## src/rtl/tksi_pkg.sv

```systemverilog
// ----------------------------------------------------------------------------
// tksi_pkg: shared types and constants for the top-k insertion list
// Widths, list depth, request kinds, controller states and cell control.
// ----------------------------------------------------------------------------
package tksi_pkg;

  localparam int DEPTH   = 10;
  localparam int SCORE_W = 16;
  localparam int TAG_W   = 16;
  localparam int KIND_W  = 2;
  localparam int RANK_W  = 4;
  localparam int CNT_W   = $clog2(DEPTH + 1);
  localparam int IDX_W   = (DEPTH > 1) ? $clog2(DEPTH) : 1;

  localparam logic [KIND_W-1:0] KIND_OFFER  = 2'd0;
  localparam logic [KIND_W-1:0] KIND_REPORT = 2'd1;
  localparam logic [KIND_W-1:0] KIND_CLEAR  = 2'd2;

  typedef enum logic {
    ST_IDLE,
    ST_REPORT
  } state_t;

  typedef struct packed {
    logic offer;   // insert/shift pass for a non-zero candidate
    logic rotate;  // report pass: occupied cells move one place towards the head
  } cell_ctl_t;

endpackage

```

## src/rtl/tksi_cell.sv

```systemverilog
// ----------------------------------------------------------------------------
// tksi_cell: one slot of the sorted list
// Holds a score and tag; inserts the candidate, takes its upper neighbour on
// a shift, or takes its rotation source during a report.
// ----------------------------------------------------------------------------
module tksi_cell (
  input  logic                          clk,
  input  tksi_pkg::cell_ctl_t           ctl,
  input  logic                          occupied,
  input  logic [tksi_pkg::SCORE_W-1:0]  cand_score,
  input  logic [tksi_pkg::TAG_W-1:0]    cand_tag,
  input  logic                          ins_prev,
  input  logic [tksi_pkg::SCORE_W-1:0]  prev_score,
  input  logic [tksi_pkg::TAG_W-1:0]    prev_tag,
  input  logic [tksi_pkg::SCORE_W-1:0]  rot_score,
  input  logic [tksi_pkg::TAG_W-1:0]    rot_tag,
  output logic                          ins,
  output logic [tksi_pkg::SCORE_W-1:0]  score,
  output logic [tksi_pkg::TAG_W-1:0]    tag
);
  import tksi_pkg::*;

  // strict compare keeps an earlier equal score ahead
  assign ins = ctl.offer && (!occupied || (score < cand_score));

  always_ff @(posedge clk) begin
    if (ins) begin
      if (ins_prev) begin
        score <= prev_score;
        tag   <= prev_tag;
      end else begin
        score <= cand_score;
        tag   <= cand_tag;
      end
    end else if (ctl.rotate && occupied) begin
      score <= rot_score;
      tag   <= rot_tag;
    end
  end

endmodule

```

## src/rtl/top_k_sorted_insertion.sv

```systemverilog
// ----------------------------------------------------------------------------
// top_k_sorted_insertion: best-DEPTH candidate list in descending score order
// Chain of slot cells with a small report sequencer and one output register.
// ----------------------------------------------------------------------------
// An offer or clear request is completed when it is taken: for an offer, every
// cell compares the candidate in parallel and the chain shifts once, so
// offers stream at one per cycle while results are taken. A report request
// blocks the input after it is taken until all held entries are delivered
// (not at all when the list is empty), the chain rotating one place per
// delivered result with the head cell feeding the output; after the pass
// the list is back in its original order. Output stall holds back both the
// report pass and new requests. A clear or an unused kind gives no result.
module top_k_sorted_insertion (
  input  logic                          clk,
  input  logic                          rst,
  input  logic                          in_valid,
  output logic                          in_stall,
  input  logic [tksi_pkg::KIND_W-1:0]   kind,
  input  logic [tksi_pkg::SCORE_W-1:0]  cand_score,
  input  logic [tksi_pkg::TAG_W-1:0]    cand_tag,
  output logic                          out_valid,
  input  logic                          out_stall,
  output logic                          accepted,
  output logic [tksi_pkg::RANK_W-1:0]   rank,
  output logic [tksi_pkg::SCORE_W-1:0]  entry_score,
  output logic [tksi_pkg::TAG_W-1:0]    entry_tag,
  output logic                          entry_valid,
  output logic                          last
);
  import tksi_pkg::*;

  state_t             state, state_next;
  logic [CNT_W-1:0]   held_count;
  logic [IDX_W-1:0]   rep_idx;
  logic               in_acc, out_free, offer_go, rep_last;
  logic [IDX_W-1:0]   ins_pos;
  cell_ctl_t          ctl;

  logic [DEPTH-1:0]   ins;
  logic [DEPTH-1:0]   occupied;
  logic [SCORE_W-1:0] cell_score [DEPTH];
  logic [TAG_W-1:0]   cell_tag   [DEPTH];

  assign out_free = !out_valid || !out_stall;
  assign in_stall = (state != ST_IDLE) || !out_free;
  assign in_acc   = in_valid && !in_stall;
  assign offer_go = in_acc && (kind == KIND_OFFER) && (cand_score != '0);
  assign rep_last = ((CNT_W'(rep_idx) + CNT_W'(1)) == held_count);

  assign ctl.offer  = offer_go;
  assign ctl.rotate = (state == ST_REPORT) && out_free;

  for (genvar i = 0; i < DEPTH; i++) begin : g_cell
    logic               ip;
    logic [SCORE_W-1:0] ps, rs;
    logic [TAG_W-1:0]   pt, rt;

    assign occupied[i] = (CNT_W'(i) < held_count);

    if (i == 0) begin : g_head
      assign ip = 1'b0;
      assign ps = cand_score;
      assign pt = cand_tag;
    end else begin : g_body
      assign ip = ins[i-1];
      assign ps = cell_score[i-1];
      assign pt = cell_tag[i-1];
    end

    // the last occupied cell wraps round to the head
    if (i == DEPTH - 1) begin : g_tail
      assign rs = cell_score[0];
      assign rt = cell_tag[0];
    end else begin : g_mid
      assign rs = ((CNT_W'(i) + CNT_W'(1)) == held_count) ? cell_score[0] : cell_score[i+1];
      assign rt = ((CNT_W'(i) + CNT_W'(1)) == held_count) ? cell_tag[0]   : cell_tag[i+1];
    end

    tksi_cell u_cell (
      .clk        (clk),
      .ctl        (ctl),
      .occupied   (occupied[i]),
      .cand_score (cand_score),
      .cand_tag   (cand_tag),
      .ins_prev   (ip),
      .prev_score (ps),
      .prev_tag   (pt),
      .rot_score  (rs),
      .rot_tag    (rt),
      .ins        (ins[i]),
      .score      (cell_score[i]),
      .tag        (cell_tag[i])
    );
  end

  // insert position: the one cell where the insert run starts
  always_comb begin
    ins_pos = '0;
    for (int i = 0; i < DEPTH; i++) begin
      if (ins[i] && ((i == 0) || !ins[(i == 0) ? 0 : i-1])) begin
        ins_pos = ins_pos | IDX_W'(i);
      end
    end
  end

  always_comb begin
    state_next = state;
    case (state)
      ST_IDLE: begin
        if (in_acc && (kind == KIND_REPORT) && (held_count != '0)) begin
          state_next = ST_REPORT;
        end
      end
      ST_REPORT: begin
        if (out_free && rep_last) begin
          state_next = ST_IDLE;
        end
      end
      default: state_next = ST_IDLE;
    endcase
  end

  always_ff @(posedge clk) begin
    if (rst) begin
      state <= ST_IDLE;
    end else begin
      state <= state_next;
    end
  end

  always_ff @(posedge clk) begin
    if (rst) begin
      held_count <= '0;
    end else if (in_acc && (kind == KIND_CLEAR)) begin
      held_count <= '0;
    end else if (offer_go && ins[DEPTH-1] && (held_count != CNT_W'(DEPTH))) begin
      held_count <= held_count + CNT_W'(1);
    end
  end

  always_ff @(posedge clk) begin
    if (state == ST_IDLE) begin
      rep_idx <= '0;
    end else if (out_free) begin
      rep_idx <= rep_idx + IDX_W'(1);
    end
  end

  // a report of a non-empty list delivers its results from the report pass
  always_ff @(posedge clk) begin
    if (rst) begin
      out_valid <= 1'b0;
    end else if (state == ST_REPORT) begin
      if (out_free) begin
        out_valid <= 1'b1;
      end
    end else if (in_acc && ((kind == KIND_OFFER) ||
                            ((kind == KIND_REPORT) && (held_count == '0)))) begin
      out_valid <= 1'b1;
    end else if (!out_stall) begin
      out_valid <= 1'b0;
    end
  end

  always_ff @(posedge clk) begin
    if (state == ST_REPORT) begin
      if (out_free) begin
        accepted    <= 1'b0;
        rank        <= RANK_W'(rep_idx);
        entry_score <= cell_score[0];
        entry_tag   <= cell_tag[0];
        entry_valid <= 1'b1;
        last        <= rep_last;
      end
    end else if (in_acc) begin
      // offer result, or the single empty report result
      accepted    <= offer_go && ins[DEPTH-1];
      rank        <= (offer_go && ins[DEPTH-1]) ? RANK_W'(ins_pos) : '0;
      entry_score <= '0;
      entry_tag   <= '0;
      entry_valid <= 1'b0;
      last        <= 1'b1;
    end
  end

  a_report_blocks_input : assert property (@(posedge clk) disable iff (rst)
    (state == ST_REPORT) |-> in_stall)
    else $error("request taken during report pass");

  a_count_bound : assert property (@(posedge clk) disable iff (rst)
    held_count <= CNT_W'(DEPTH))
    else $error("held count beyond depth");

  a_clear_empties : assert property (@(posedge clk) disable iff (rst)
    (in_acc && (kind == KIND_CLEAR)) |=> (held_count == '0))
    else $error("clear did not empty the list");

  a_head_sorted : assert property (@(posedge clk) disable iff (rst)
    ((state == ST_IDLE) && (held_count >= CNT_W'(2)) && (DEPTH > 1))
      |-> (cell_score[0] >= cell_score[(DEPTH > 1) ? 1 : 0]))
    else $error("head cells out of order");

  a_offer_one_result : assert property (@(posedge clk) disable iff (rst)
    (in_acc && (kind == KIND_OFFER)) |=> (out_valid && last && !entry_valid))
    else $error("offer result missing");

endmodule

```

## config.mk

```make
export PLATFORM = sky130hd
export DESIGN_NAME = top_k_sorted_insertion
export DESIGN_NICKNAME = d
export VERILOG_FILES = /design/src/rtl/tksi_pkg.sv /design/src/rtl/tksi_cell.sv /design/src/rtl/top_k_sorted_insertion.sv
export SDC_FILE = /design/constraint.sdc
export NUM_CORES = 1
export LEC_CHECK = 0
export ABC_CLOCK_PERIOD_IN_PS = 7200
export BUFFER_PORTS_ARGS = -buffer_cell sky130_fd_sc_hd__buf_2
export CORE_ASPECT_RATIO = 0.75
export CORE_MARGIN = 2
export CORE_UTILIZATION = 45
export CTS_BUF_LIST = sky130_fd_sc_hd__clkbuf_2 sky130_fd_sc_hd__clkbuf_4 sky130_fd_sc_hd__clkbuf_8
export CTS_CLUSTER_DIAMETER = 120
export CTS_CLUSTER_SIZE = 16
export DETAILED_ROUTE_END_ITERATION = 12
export HOLD_SLACK_MARGIN = 0.06
export PLACE_DENSITY = 0.68
export SLEW_MARGIN = 40
export SYNTH_ARGS = -nofsm -noshare
export SYNTH_HDL_FRONTEND = slang
export SYNTH_SLANG_ARGS = --single-unit
```

## constraint.sdc

```tcl
create_clock -name clk -period 7.2 [get_ports clk]
set_clock_uncertainty 0.2 [all_clocks]
set_input_delay 1.8 -clock clk [delete_from_list [all_inputs] [get_ports clk]]
set_output_delay 1.8 -clock clk [all_outputs]
set_load 0.02 [all_outputs]
```

# Word level (Yosys, flattened, before mapping)
# Index checks and enable logic that the tools add are counted.
[word_totals]
reg_bits = 369
latchBits = 0
mem_bits_rw = 0
romBits = 0
in_bits = 38
out_inout_bits = 41
wordCells = 274
mem_count = 0
[classes]
addsub = 2
mul = 0
div = 0
magnitude_cmp = 20
n_eq_ne = 16
shift = 0
mux = 109
bitwise_logic = 1
reduce_logical = 96
[op_table]
columns = ["operator", "count"]
rows = [
  ["$mux 16", 81],
  ["$lt 16x16->1", 10],
  ["$logic_and 1x1->1", 41],
  ["$mux 4", 6],
  ["$logic_not 1->1", 23],
  ["$reduce_bool 2->1", 11],
  ["$eq 3x4->1 const A", 4],
  ["$lt 3x4->1 const A", 4],
  ["$reduce_bool 16->1", 1],
  ["$mux 1", 15],
  ["$logic_or 1x1->1", 13],
  ["$mux 3", 4],
  ["$add 4x1->4 const B", 2],
  ["$eq 2x4->1 const A", 2],
  ["$eq 4x4->1 const A", 2],
  ["$lt 1x4->1 const A", 2],
  ["$lt 2x4->1 const A", 2],
  ["$lt 4x4->1 const A", 2],
  ["$reduce_and 2->1", 3],
  ["$eq 1x4->1 const A", 1],
  ["$eq 4x4->1", 1],
  ["$logic_not 4->1", 1],
  ["$mux 2", 2],
  ["$ne 2x1->1 const B", 2],
  ["other kinds (9)", 9],
]

# Depth between registers and ports, before layout
# Gate-level depths: netlist of run 1.
[logic_depth]
depth_word = 23
depth_mapped = 13
depth_no_buf = 10

# Cells and area by module
# From an unflattened synthesis of run 1, not the netlist that was laid out.
[unflattened]
cells_unflattened = 2330
area_unflattened_um2 = 28163.3
[by_module_without_submodules]
columns = ["module", "n_inst", "cells_each", "area_per_inst_um2", "seq_area_each_um2"]
rows = [
  ["tksi_cell", 10, 179, 2230.9, 960.9],
  ["top_k_sorted_insertion", 1, 540, 5854.4, 1371.3],
]

# Least setup slack after synthesis of run 1
# Ideal clock, no wire load.
[synth_timing]
path_kind = "input to register"
from = "input port cand_score[1] (netlist name)"
to = "register g_cell[7].u_cell.score[0] (netlist name), enable pin"
setup_ns = 0.466
arrival_ns = 5.898
t_required_ns = 6.534
setup_slack_ns = 0.636
stages = 7
path_buffers = 1
path_cell_list = "clkbuf_1 -> inv_1 -> ha_1 -> a2111oi_0 -> o32ai_1 -> o41a_4 -> o21ai_0"
[synth_via]
elab_chain_len = 4
elab_cells_between_ends = 6
cone_classes = "order compare: 1; reduce/logical: 5"
[synth_lines]
columns = ["element", "line", "source"]
rows = [
  ["start, declared", "top_k_sorted_insertion.sv:19", "input logic [tksi_pkg::SCORE_W-1:0] cand_score,"],
  ["$lt 16x16->1 / $reduce_bool 16->1 (equally long branches)", "tksi_cell.sv:24, top_k_sorted_insertion.sv:47", ""],
  ["$logic_or 1x1->1 / $logic_and 1x1->1 (equally long branches)", "tksi_cell.sv:24, top_k_sorted_insertion.sv:47", ""],
  ["$logic_and 1x1->1 (*)", "tksi_cell.sv:24", "assign ins = ctl.offer && (!occupied || (score < cand_score));"],
  ["$reduce_bool 2->1 (no source line) (*)", "n/a", ""],
  ["end signal, assigned", "tksi_cell.sv:29", "score <= prev_score;"],
  ["end signal, assigned", "tksi_cell.sv:32", "score <= cand_score;"],
  ["end signal, assigned", "tksi_cell.sv:36", "score <= rot_score;"],
  ["end, declared", "tksi_cell.sv:18", "output logic [tksi_pkg::SCORE_W-1:0] score,"],
]
# Every way passes the cells marked *; elsewhere a longest branch is shown, timed or not.
# A chain may end at the register's enable or synchronous reset.

# Final worst setup path of run 1
[layout_timing]
from = "input port cand_score[15] (netlist name)"
to = "register g_cell[2].u_cell.tag[8] (netlist name), data pin"
[layout_via]
elab_chain_len = 5
elab_cells_between_ends = 10
cone_classes = "order compare: 2; mux: 2; reduce/logical: 6"
[layout_lines]
columns = ["element", "line", "source"]
rows = [
  ["$lt 16x16->1 / $reduce_bool 16->1 (equally long branches)", "tksi_cell.sv:24, top_k_sorted_insertion.sv:47", ""],
  ["$logic_or 1x1->1 / $logic_and 1x1->1 (equally long branches)", "tksi_cell.sv:24, top_k_sorted_insertion.sv:47", ""],
  ["$logic_and 1x1->1", "tksi_cell.sv:24", ""],
  ["$mux 16", "tksi_cell.sv:28", "if (ins_prev) begin"],
  ["$mux 16 (*)", "tksi_cell.sv:27", "if (ins) begin"],
  ["end signal, assigned", "tksi_cell.sv:30", "tag <= prev_tag;"],
  ["end signal, assigned", "tksi_cell.sv:33", "tag <= cand_tag;"],
  ["end signal, assigned", "tksi_cell.sv:37", "tag <= rot_tag;"],
  ["end, declared", "tksi_cell.sv:19", "output logic [tksi_pkg::TAG_W-1:0] tag"],
]
# Marks and branches as above.

==> impl_metrics.tcl, run 1 <==
set metrics [dict create \
    dr.pass1.iters 6 \
    track_usage_pct 31.7 \
    fin_crit_ns 5.59 \
    root_buffer "clkbuf_8" \
    io-pin-count 79 \
    vdd_drop_max_mv 0.117 \
    clk_pin_slew_worst_paths_ns 0.11 \
    die_height_um 206 \
    synth-async-reset-ratio_pct 0 \
    gp_congestion 1.00 \
    clockBufferDepth 3 \
    routed_wl_um 90500 \
    r2r-start "g_cell[1].u_cell.score[14]" \
    coreArea_mm2 0.0533 \
    grt_start_max_net_pins 81 \
    grt_overflow 0 \
    r2r-end "g_cell[2].u_cell.tag[8]" \
    post-route-period-util_pct 77.6 \
    num_rows 73 \
    use_met3_pct 8.56 \
    synth_cell_types 67 \
    min_to "rep_idx[1]" \
    run_status "finished clean" \
    syn_nets 2630 \
    numCtsBuffers 27 \
    crit_type "input pin to flip-flop" \
    cts_resized 0 \
    wl_per_cell_um 28.9 \
    antenna_found_initial 6 \
    final_cells 3129 \
    rsz0062_at_grt "no" \
    start_util_pct 45.9 \
    crit_fanout 15 \
    endpoint_kind "flip-flop" \
    synth_cells 2438 \
    post-place-cells 3085 \
    dp_hpwl_um 58900 \
    drive_gt1_share_pct 9.60 \
    portBuffers 78 \
    cp.arrival_ns 5.79 \
    worst_setup_path_start_kind "input pin" \
    drv_cap 0 \
    dr_total_vias 21000 \
    grt_pass1_vias 19800 \
    post_cts_buffers 0 \
    grtUsageMet2_pct 43.4 \
    clock_latency_ns 0.68 \
    rrSetupSlack_ns 3.06 \
    hold_buffers 0 \
    holdCritStartpoint "rep_idx[1]" \
    relSlewSlack_pct 36.7 \
    rr_worst_depth 8 \
    powerDensity_mw_per_mm2 164 \
    min_path_type "flip-flop to flip-flop" \
    cts_tree "yes" \
    grt_busiest_layer "met1" \
    fin_nets 2597 \
    yosysSeqAreaShare_pct 44.9 \
    hold_viol_final 0 \
    synth.ff_latch_count 369 \
    timing.fmax_ghz 0.179 \
    dieArea_mm2 0.0563 \
    avgViaCountPerCell 6.72 \
    htree_levels 1 \
    drt-initial-drc-count 2791 \
    synth_warnings 0 \
    die_w_um 273 \
    tightest_slew_ns 0.948 \
    area.growth.synth_to_final_pct 7.17 \
    cts_sinks 369 \
    fin_tns_setup_ns 0 \
    setup_viol_count_final 0 \
    syn_area_mm2 0.0245 \
    slew_violations 0 \
    postSynthAreaPerCell_um2 10.0 \
    grt_util_met1_pct 48.1 \
    grt_pass1_wl_um 133000 \
    fill_cells 4878 \
    p_leak_nw 9.85 \
    ant_nets 0 \
    whs_path_depth 2 \
    required_ns 7.40 \
    drc 0 \
    synth_flop_cell "edfxtp_1" \
    synth_edf_count 359 \
]
## critical path, cell delays in order
cell and delay (ns):
buf_2 0.30, inv_1 0.38, ha_1 0.42, nand4_1 0.25, or4_1 0.68, a211o_1 0.34, o211ai_2 0.36, nand2_2 0.74
mux2i_1 0.36, a21oi_1 0.11
## power breakdown
| part | total [W] | leakage, nW | internal, W | switching [W] |
|---|---|---|---|---|
| Sequential | 0.00250 | 3.40 | 0.00244 | 0.0000580 |
| Combinational | 0.000622 | 6.20 | 0.000206 | 0.000416 |
| Clock | 0.00117 | 0.252 | 0.000409 | 0.000765 |
| Total | 0.00429 | 9.85 | 0.00306 | 0.00124 |
## Yosys cell counts (8+ instances only)
cell type	instances	share of area, %
edfxtp_1	359	44
buf_2	51	1.0
nor2_1	185	2.8
o22ai_1	20	0.51
a21o_1	21	0.64
o221ai_1	49	1.8
inv_1	57	0.87
a211oi_1	168	5.2
ha_1	154	7.9
buf_1	13	0.20
dfxtp_1	10	0.82
buf_4	11	0.34
nor3_1	8	0.16
nand2_1	208	3.2
and2_1	38	0.97
mux2i_1	272	11
nand2b_1	25	0.64
a21oi_1	245	5.0
nand4_1	18	0.46
a31oi_1	37	0.95
nor2b_1	100	2.6
o21ai_0	92	1.9
clkbuf_1	124	1.9
nand3_1	65	1.3
## worst max-delay path by stage
stage | cells past startpoint | end | start | slack, ns
2_1_floorplan | 7 | g_cell[7].u_cell.score[0] | cand_score[1] | 0.64
3_3_place_gp | 11 | g_cell[2].u_cell.tag[15] | cand_score[15] | 1.17
3_5_place_dp | 11 | g_cell[2].u_cell.tag[15] | cand_score[15] | 1.20
4_1_cts | 11 | g_cell[2].u_cell.tag[15] | cand_score[15] | 1.88
5_1_grt | 10 | g_cell[2].u_cell.tag[4] | cand_score[15] | 1.64
6_report | 10 | g_cell[2].u_cell.tag[8] | cand_score[15] | 1.61
## logic make-up (layout without fill, tap and decap cells)
group                      Yosys count  in the layout  share of synthesized area [%]
AOI/OAI and AO/OA                  691            691                           18.0
xor gates and xnor gates             9              9                          0.322
DFF                                369            369                           44.9
adders and majority gates          154            154                           7.87
other                                0              1                              0
and+or+nand+nor                    679            679                           13.2
muxes                              272            272                           11.1
buffers and inverters              264            242                           4.69
## metrics by stage
stage	power (W)	worst slack (ns)	cell area [um^2]	hold slack (ns)	util [%]
after global placement	0.00312	1.17	25500	0.321	47.9
after CTS	0.00427	1.88	26100	0.353	49.0
after floorplan	0.00291	0.636	24500	0.250	-
final	0.00429	1.61	26200	0.354	49.2
after detailed placement	0.00314	1.20	25700	0.332	48.1
after global routing	0.00442	1.64	26200	0.377	49.2
## cell type report
type                    count  area, um^2  area share, %
clock inverters             2        23.8         0.0906
clock buffers              38         454           1.73
well taps                 712         891           3.40
flip-flops and latches    369       11000           41.9
diodes                      1        2.50        0.00954
multi-input cells        1805       12600           48.0
inverters                  57         214          0.816
repair buffers            145        1060           4.05
## sequential cells by signal (all words and copies together) (netlist names)
signal,cells
rank,4
held_count,4
rep_idx,4
entry_tag,16
out_valid,1
entry_score,16
accepted,1
g_cell.u_cell.tag,160
entry_valid,1
g_cell.u_cell.score,160
state,1
last,1
## layout by cell type, fill, tap and decap left out, types with 27 or more instances in the layout
cell type	count
and2_1	36
o21ai_0	87
edfxtp_1	359
inv_1	57
a211oi_1	167
nor2b_1	100
a21oi_1	245
a31oi_1	36
buf_2	78
nand2_1	202
nand3_1	64
buf_4	52
ha_1	154
o221ai_1	49
nor2_1	182
mux2i_1	272
clkbuf_8	27
## layer usage
| layer | up-vias | wire [um] |
|---|---|---|
| li1 | 9065 | - |
| met1 | 10200 | 39000 |
| met2 | 1603 | 35800 |
| met3 | 198 | 12800 |
| met4 | 8 | 2850 |
| met5 | - | 54 |
No activity file was read; power rests on OpenSTA's default activity.
==> run 2, diff against run 1 <==
--- a/config.mk
+++ b/config.mk
@@ -5,7 +5,7 @@
 export SDC_FILE = /design/constraint.sdc
 export NUM_CORES = 1
 export LEC_CHECK = 0
-export ABC_CLOCK_PERIOD_IN_PS = 7200
+export ABC_CLOCK_PERIOD_IN_PS = 5350
 export BUFFER_PORTS_ARGS = -buffer_cell sky130_fd_sc_hd__buf_2
 export CORE_ASPECT_RATIO = 0.75
 export CORE_MARGIN = 2
==> constraint.sdc (replaced) <==
create_clock -name clk -period 5.35 [get_ports clk]
set_clock_uncertainty 0.2 [all_clocks]
set_input_delay 1.3375 -clock clk [delete_from_list [all_inputs] [get_ports clk]]
set_output_delay 1.3375 -clock clk [all_outputs]
set_load 0.02 [all_outputs]
==> run 2 against run 1 <==
  * Sequential power rose by 35%
  * Power rose by 36%
  * First-iteration DRC count rose by 33%
  * Routed wire length rose by 2.7%
  * Sequential cell count did not move
  * Clock power rose by 36%
  * Count of clock-buffer cells in the layout did not move
  * Register-to-register slack got worse by 1.8 ns
  * Final area rose by 1.5%
  * Non-clock buffer count rose by 40
  * Setup slack got worse by 1.2 ns
  * Critical path type unchanged
  * Largest cell class unchanged
==> impl_metrics.tcl, run 2 (synthesized netlist as in run 1, its figures left out) <==
set metrics [dict create \
    run_status "finished clean" \
    io-pin-count 79 \
    post-route-period-util_pct 91.5 \
    cts_sinks 369 \
    die_height_um 206 \
    dp_hpwl_um 61900 \
    antenna_found_initial 9 \
    start_util_pct 45.9 \
    dr.pass1.iters 7 \
    die_w_um 273 \
    fin_nets 2637 \
    relSlewSlack_pct 39.8 \
    track_usage_pct 32.5 \
    numCtsBuffers 27 \
    dieArea_mm2 0.0563 \
    p_int_w 0.00413 \
    powerDensity_mw_per_mm2 219 \
    final_common_cell "edfxtp_1" \
    holdCritStartpoint "rep_idx[1]" \
    setup_viol_count_final 0 \
    htree_levels 1 \
    crit_start "cand_score[7]" \
    gp_congestion 1.01 \
    wl_per_cell_um 29.3 \
    seq_power_share_pct 57.7 \
    dr_total_vias 21400 \
    min_path_type "flip-flop to flip-flop" \
    grt_pass1_vias 20200 \
    rsz0062_at_grt "no" \
    root_buffer "clkbuf_8" \
    crit_fanout 38 \
    area.growth.synth_to_final_pct 8.82 \
    num_rows 73 \
    drc 0 \
    top_regs "g_cell.u_cell.score x160, g_cell.u_cell.tag x160" \
    fin_crit_ns 4.90 \
    worst_setup_path_start_kind "input pin" \
    swShare_pct 29.2 \
    cts_resized 0 \
    slew_violations 0 \
    cp.arrival_ns 5.25 \
    grt_overflow 0 \
    hold_viol_final 0 \
    clk_pin_slew_worst_paths_ns 0.12 \
    cts_tree "yes" \
    routed_wl_um 92900 \
    clock_power_share_pct 27.3 \
    final_cell_mix "edfxtp_1, mux2i_1, a21oi_1" \
    crit_type "input pin to flip-flop" \
    clockBufferDepth 3 \
    drv_cap 0 \
    p_sw_w 0.00170 \
    tightest_slew_ns 0.903 \
    coreArea_mm2 0.0533 \
    portBuffers 78 \
    grt_pass1_wl_um 135000 \
    place_area_mm2 0.0261 \
    endpoint_kind "flip-flop" \
    vdd_drop_max_mv 0.155 \
    clock_latency_ns 0.70 \
    fin_tns_setup_ns 0 \
    hold_buffers 0 \
    fin_area_mm2 0.0266 \
    drive_gt1_share_pct 11.0 \
    drt-initial-drc-count 3707 \
    required_ns 5.70 \
    power_frac_comb_pct 14.9 \
    p_leak_nw 10.1 \
    post_cts_buffers 0 \
    r2r-start "g_cell[9].u_cell.score[5]" \
    ant_nets 0 \
    grt_start_max_net_pins 61 \
    timing.fmax_ghz 0.204 \
    avgViaCountPerCell 6.74 \
]
-- run 2: per-layer routing --
metal / vias to the layer above / GRT usage [%] / share of wire [%]
li1: 9162 / - / -
met1: 10400 / 48.6 / 42
met2: 1580 / 44.5 / 39
met3: 239 / 9.06 / 15
met4: 2 / 10.9 / 3.7
met5: - / 1.05 / 0.014
-- run 2: power by group through the flow --
stage	Sequential, W	Combinational (W)	Clock (W)
6_report	0.00337	0.000870	0.00159
4_1_cts	0.00336	0.000843	0.00159
5_1_grt	0.00337	0.000935	0.00168
2_1_floorplan	0.00341	0.000507	0
3_5_place_dp	0.00343	0.000839	0
3_3_place_gp	0.00343	0.000812	0
-- run 2: path summary, 6_finish.rpt --
check	end	slack [ns]	cells past startpoint
worst max-delay path	rank[0]	0.45	13
worst min-delay path	rep_idx[1]	0.34	2
worst max register to register	rank[0]	1.27	10
worst min register to register	rep_idx[1]	0.34	2
-- run 2: critical path, stage by stage --
cell and delay [ns]:
buf_2 0.10, inv_1 0.29, buf_4 0.26, ha_1 0.26, a21oi_1 0.14, o21ai_0 0.34, a221oi_1 0.84, o311a_1 0.36
o21ai_4 0.20, inv_1 0.11, buf_4 0.44, o21ai_0 0.36, nand3_1 0.20
-- run 2: cell type report --
cell class                 instances  area (um^2)
sequential                       369        11000
tap                              712          891
antenna                            5         12.5
fill                            4875        26700
clock buffer                      38          454
multi-input combinational       1805        12600
timing repair buffer             185         1480
inverter                          57          214
clock inverter                     2         23.8
-- run 2: stage by stage --
step	power (W)	std cells	hold WS (ns)	utilization (%)	setup WS, ns
2_1_floorplan	0.00392	2438	0.250	-	0.0229
3_3_place_gp	0.00424	3126	0.315	48.9	0.0884
3_5_place_dp	0.00427	3127	0.326	49.0	0.0190
4_1_cts	0.00579	3167	0.340	49.9	0.728
5_1_grt	0.00599	3172	0.369	49.9	0.431
6_report	0.00583	3173	0.344	49.9	0.454
